$ cat src/rtl/core/area_centroid_and_bboxes_top_macros.svh
// Assertion macros shared by the RTL of the centroid and box block.
`ifndef AREA_CENTROID_AND_BBOXES_TOP_MACROS_SVH
`define AREA_CENTROID_AND_BBOXES_TOP_MACROS_SVH
// Implication checked on every rising clock edge outside reset.
`define ACB_ASSERT_IMP(label, clk, rst_n, ante, cons) \
    label: assert property (@(posedge clk) disable iff (!rst_n) (ante) |-> (cons)) \
        else $error("assertion failed");
// Next-cycle implication checked outside reset.
`define ACB_ASSERT_NEXT(label, clk, rst_n, ante, cons) \
    label: assert property (@(posedge clk) disable iff (!rst_n) (ante) |=> (cons)) \
        else $error("assertion failed");
`endif

$ cat src/rtl/core/acb_pkg.sv
// Package with widths, constants and types of the centroid and box block.
package acb_pkg;
    localparam int CoordBits    = 16;
    localparam int MaxTriangles = 4096;
    localparam int CountBits    = $clog2(MaxTriangles + 1);
    localparam int DaBits       = 2 * CoordBits + 2;
    localparam int AreaBits     = 47;
    localparam int SumBits      = 64;
    localparam int DenBits      = AreaBits + 2;
    localparam int QBits        = 66;
    localparam int QueueDepth   = 4;
    localparam int QPtrBits     = $clog2(QueueDepth);

    localparam logic signed [CoordBits-1:0] CoordHi = {1'b0, {(CoordBits-1){1'b1}}};
    localparam logic signed [CoordBits-1:0] CoordLo = {1'b1, {(CoordBits-1){1'b0}}};

    typedef enum logic {
        KIND_BOX      = 1'b0,
        KIND_CENTROID = 1'b1
    } t_kind;

    // One triangle as the front stage hands it to the back stage.
    typedef struct packed {
        logic [DaBits-1:0]        da;
        logic signed [CoordBits+1:0] sx;
        logic signed [CoordBits+1:0] sy;
        logic                     counted;
        logic                     elem_end;
        logic                     set_end;
        logic signed [CoordBits-1:0] bmin_x;
        logic signed [CoordBits-1:0] bmin_y;
        logic signed [CoordBits-1:0] bmax_x;
        logic signed [CoordBits-1:0] bmax_y;
    } t_tri;

    typedef struct packed {
        logic [15:0] ax;
        logic [15:0] ay;
        logic [15:0] bx;
        logic [15:0] by;
        logic [15:0] cx;
        logic [15:0] cy;
        logic        elem_end;
        logic        set_end;
    } t_in_word;

    typedef struct packed {
        logic        kind;
        logic [15:0] min_x;
        logic [15:0] min_y;
        logic [15:0] max_x;
        logic [15:0] max_y;
        logic [15:0] center_x;
        logic [15:0] center_y;
        logic        degenerate;
        logic        overflow;
        logic        last;
    } t_out_word;

    typedef enum logic [2:0] {
        ST_ACCUM,
        ST_MUL,
        ST_BOX,
        ST_DIV,
        ST_CENTER
    } t_back_state;
endpackage

$ cat src/rtl/core/acb_queue.sv
// Short first-in first-out queue between the front and back stages.
module acb_queue (
    input  logic          i_clk,
    input  logic          i_rst_n,
    input  logic          i_push,
    input  acb_pkg::t_tri i_tri,
    output logic          o_full,
    input  logic          i_pop,
    output logic          o_empty,
    output acb_pkg::t_tri o_tri
);
    import acb_pkg::*;

    t_tri r_mem [QueueDepth];
    logic [QPtrBits-1:0] r_wp, r_rp;
    logic [QPtrBits:0]   r_cnt;

    assign o_full = (r_cnt == (QPtrBits+1)'(QueueDepth));
    assign o_empty = (r_cnt == '0);
    assign o_tri = r_mem[r_rp];

    always_ff @(posedge i_clk) begin
        if (i_push) r_mem[r_wp] <= i_tri;
    end

    always_ff @(posedge i_clk) begin
        if (!i_rst_n) begin
            r_wp <= '0; r_rp <= '0; r_cnt <= '0;
        end else begin
            if (i_push) r_wp <= r_wp + 1'b1;
            if (i_pop) r_rp <= r_rp + 1'b1;
            r_cnt <= r_cnt + (QPtrBits+1)'(i_push) - (QPtrBits+1)'(i_pop);
        end
    end

    `include "area_centroid_and_bboxes_top_macros.svh"
    `ACB_ASSERT_IMP(a_no_underflow, i_clk, i_rst_n, i_pop, !o_empty)
    `ACB_ASSERT_IMP(a_no_overflow, i_clk, i_rst_n, i_push, !o_full)
    `ACB_ASSERT_IMP(a_cnt_bound, i_clk, i_rst_n, 1'b1, r_cnt <= (QPtrBits+1)'(QueueDepth))
endmodule

$ cat config.mk
export PLATFORM = sky130hd
export DESIGN_NAME = acb_queue
export DESIGN_NICKNAME = d
export VERILOG_FILES = /design/src/rtl/core/acb_pkg.sv /design/src/rtl/core/acb_queue.sv
export VERILOG_INCLUDE_DIRS = /design/src /design/src/rtl/core
export SDC_FILE = /design/constraint.sdc
export NUM_CORES = 1
export LEC_CHECK = 0
export ABC_AREA = 1
export ABC_CLOCK_PERIOD_IN_PS = 4000
export BUFFER_PORTS_ARGS = -buffer_cell sky130_fd_sc_hd__buf_4
export CORE_MARGIN = 2
export CORE_UTILIZATION = 52
export DETAILED_ROUTE_END_ITERATION = 16
export PLACE_DENSITY_LB_ADDON = 0.25
export SLEW_MARGIN = 30
export SYNTH_ARGS = -nofsm -noshare
export SYNTH_HDL_FRONTEND = slang
export SYNTH_SLANG_ARGS = --single-unit
$ cat constraint.sdc
create_clock -name i_clk -period 4 [get_ports i_clk]
set_input_delay 0.6 -clock i_clk [delete_from_list [all_inputs] [get_ports i_clk]]
set_output_delay 0.6 -clock i_clk [all_outputs]
set_load 0.02 [all_outputs]
* Word-level counts from Yosys, hierarchy flattened *
Memories as Yosys holds them, arrays and structs flattened. A register that Yosys moved wholly into a read port is not among the register bits.
Index checks and enable logic that the tools add are counted.

storage, ports and cells
  flip-flop bits (word level) = 7
  memories = 1
  bits in latches = 0
  memory bits (writable) = 548
  ROM bits = 0
  output and inout port bits = 139
  word-level logic and storage cells = 14

memories
  name   depth  width  rd ports  clocked after memory_dff  write ports  line             text
  r_mem  4      137    1         1                         1            acb_queue.sv:14  t_tri r_mem [QueueDepth];

operators by class
  $lt $le $gt $ge = 0
  equal/unequal tests = 1
  shift operators = 0
  mux-type cells = 4
  bitwise gates (word level) = 0
  reduce and logical (&&, ||, !) cells = 1
  $add $sub $neg = 4
  multipliers = 0
  divide/modulo/power cells = 0

operators with widths
  cell                 number
  $add 2x1->2 const B  2
  $mux 2               2
  $add 3x1->3          1
  $eq 3x3->1 const B   1
  $logic_not 3->1      1
  $sub 3x1->3          1
  $mux 1               2

* Longest topological paths before layout *
  depth after elaboration = 3
  gate-level depth with buffers = 8
  depth with buffers taken out = 8

* Least setup slack after synthesis *
Ideal clock, no wire load.

  kind = input port to flip-flop
  start point = in i_push
  end point = mem r_mem[2][0] (netlist bit), enable pin
  library setup time = 0.490 ns
  stages on the path = 2
  path buffers = 0
  data arrival time = 3.271 ns
  data required time = 3.510 ns
  slack = 0.239 ns
  path through = nand2_1 > inv_1

between the ends
  cells in the longest elaborated chain, start to end = 2

ends and longest elaborated chain
  item                          line             text
  start, declared               acb_queue.sv:5   input logic i_push,
  $mux 1                        acb_queue.sv:23  if (i_push) r_mem[r_wp] <= i_tri;
  $mux 1 (not written as such)  acb_queue.sv:23
  end, declared                 acb_queue.sv:14

Every way passes these cells.

==> metrics.csv <==
metric;value;unit
Core Rows;75;
Post-Syn Area;22030;um^2
RSZ-0062 raised after global routing;false;
pin count of the biggest net entering global routing;173;
WL final;42160;um
post-synthesis mux area share;0;%
Vias/cell;5.144;
clk root buf;clkbuf_16;
Worst-Margin Slew;837.9;ps
average size of a mapped cell;13.33;um^2
Mapped Cells;1653;
die width;209.9;um
Final nets;2061;
fraction of layout cells with a size suffix above 1;18.62;%
Area after DPL;24390;um^2
CTS clock-pin slew for the worst setup and hold paths;60;ps
# clock sinks;557;
chip height;209.9;um
Port-buffer cells;279;
Worst Path Arrival;2330;ps
number of global-route vias before repair;12350;
final setup vio count;0;
status;finished clean;
XOR/XNOR Fraction of Synth Area;0;%
GRT Util Overall;19.14;%
starting density of the core;52.65;%
Slew Viols, Final;0;
Worst Hold Depth;1;
number of I/O pins;280;
Reg2Reg Depth;5;
synthesis-to-finish area growth;18.14;%
PwrDens;497.7;nW/um^2
total power;12.96;mW
largest family of logic cells by synthesized area;compound AO/OA/AOI/OAI gates;
Vias;12840;
TNS Setup;0;ps
Routed Antenna Nets;0;
first-pass GRT wire length;65360;um
max cap viols;0;
# hold bufs at CTS;0;
Synth Register Bits;557;
Required @ worst endpoint;3400;ps
post-CTS setup buffers;0;
Final min period;2931;ps
relative slew slack;44.14;%
clock skew;7.485;ps
fmax;0.3412;GHz
Die ar.;44040;um^2
biggest area consumer among synthesized cells;edfxtp_1;
total CTS buffers;54;
Worst Hold Class;primary input to flop;
GP Congestion;0.7191;
top post-synthesis cells by area;edfxtp_1 (75%), inv_1 (4.9%), nand2_1 (4.8%);
VDD IR max;0.3442;mV
sequential-to-total area share from yosys stat;75.50;%
Clk Latency, worst-skew pair;580;ps
CP Max Fanout;112;
DR WL/cell;16.90;um
WS Path Type;flop to output pin;
Leak;10.08;nW
period utilization;73.28;%
cell area after layout;26030;um^2
synthesis warning total;0;
Resize count post-CTS;0;
Post-Synth Simple-Gate Area;4.917;%
drc violations;0;
DR iter-0 viols;873;
startpoint types;flop;
detailed placement HPWL;24260;um
register area;16640;um^2
Synth Net Count;1801;
Adder-Cell Fraction of Synth Area;0.4315;%
Max clock buf depth;3;
number of distinct library cells after synthesis;18;
Compound-Gate Fraction of Synth Area;11.12;%
area share of the largest cell type after synthesis;74.68;%
Multi-input gate area;3628;um^2
TritonRoute pass-1 iters;5;
endpoints failing hold;0;
FILL cells;3132;
initial antenna violation count;1;
CTS tree;done;
core area;41850;um^2
H-tree depth;2;
Setup crit end kind;output pin;
gr ovfl total;0;
-- cell families (layout without fill, tap and decap cells) --
kind of cell,count (synthesis),after routing
and+or+nand+nor,288,288
buffers and inverters,380,682
AOI/OAI and AO/OA,421,421
other,0,1
DFF,557,557
adders and majority gates,7,7
-- critical path, stage by stage, from the launching register on --
cell and delay, ps:
dfxtp_4 700, buf_12 420, o211ai_1 180, nand2_1 150, buf_4 150
-- synth_stat cells --
cell type,number
edfxtp_1,548
inv_1,289
nand2_1,284
a21oi_1,143
o211ai_1,137
o21ai_1,120
buf_2,33
buf_6,32
o21ai_0,21
buf_4,13
clkbuf_2,11
dfxtp_1,9
ha_1,6
clkbuf_1,2
nor2_1,2
fa_1,1
nand3_1,1
nor3_1,1
-- power by group --
| group | switching, mW | total [mW] | internal [mW] |
|---|---|---|---|
| registers | 0.0670 | 6.75 | 6.68 |
| logic | 0.947 | 1.49 | 0.544 |
| clock network | 2.00 | 4.72 | 2.72 |
| total | 3.02 | 13.0 | 9.94 |
-- registers in the layout, summed over array words and instances (netlist names), named ones only --
register,count
r_mem,548
r_cnt,3
r_rp,2
r_wp,2
-- layer usage --
| layer | track usage [%] | share of wire (%) | vias to the layer above | wire [um] |
|---|---|---|---|---|
| met2 | 32.43 | 50 | 302 | 21120 |
| met4 | 6.823 | 2.3 | 0 | 949 |
| met3 | 4.728 | 6.1 | 63 | 2591 |
| li1 | - | - | 6280 | - |
| met1 | 24.14 | 41 | 6190 | 17500 |
| met5 | 0 | 0 | - | 0 |
-- final timing paths --
check | startpoint | to | slack (ps)
worst max-delay path | flop | o_tri[58] | 1070
worst min-delay path | i_tri[30] | r_mem[0][30]$_DFFE_PP_ | 210
worst min register to register | r_rp[1]$_SDFFE_PN0P_ | flop | 450
worst max register to register | r_wp[1]$_SDFFE_PN0P_ | r_mem[1][60]$_DFFE_PP_ | 1970
-- layout make-up --
class	count	share of cell area (%)
multi-input combinational	716	13.94
sequential	557	63.94
tap	539	2.591
antenna	1	0.009613
inverter	289	4.244
timing repair buffer	295	8.988
clock inverter	22	0.5383
clock buffer	76	5.753
-- metrics by stage --
stage | setup WS [ps] | hold WS [ps] | std cells | util (%)
floorplan | 239.0 | 435.6 | 1653 | -
global route | 909.1 | 177.5 | 2495 | 62.20
detailed placement | 1668 | 442.1 | 2396 | 58.28
global placement | 1711 | 439.8 | 2396 | 58.28
CTS | 1010 | 162.7 | 2494 | 62.19
finish | 1069 | 207.1 | 2495 | 62.20
-- cell usage in the layout (no fill, tap or decap), types with 6 or more instances in the layout --
cell type,count
nand2_1,284
clkbuf_16,57
inv_1,285
o21ai_0,21
buf_4,285
dfxtp_1,7
clkinv_1,16
edfxtp_1,548
clkbuf_1,19
o21ai_1,120
buf_12,10
o211ai_1,137
ha_1,6
a21oi_1,143
Note: power is estimated with default switching activity, not from simulation.
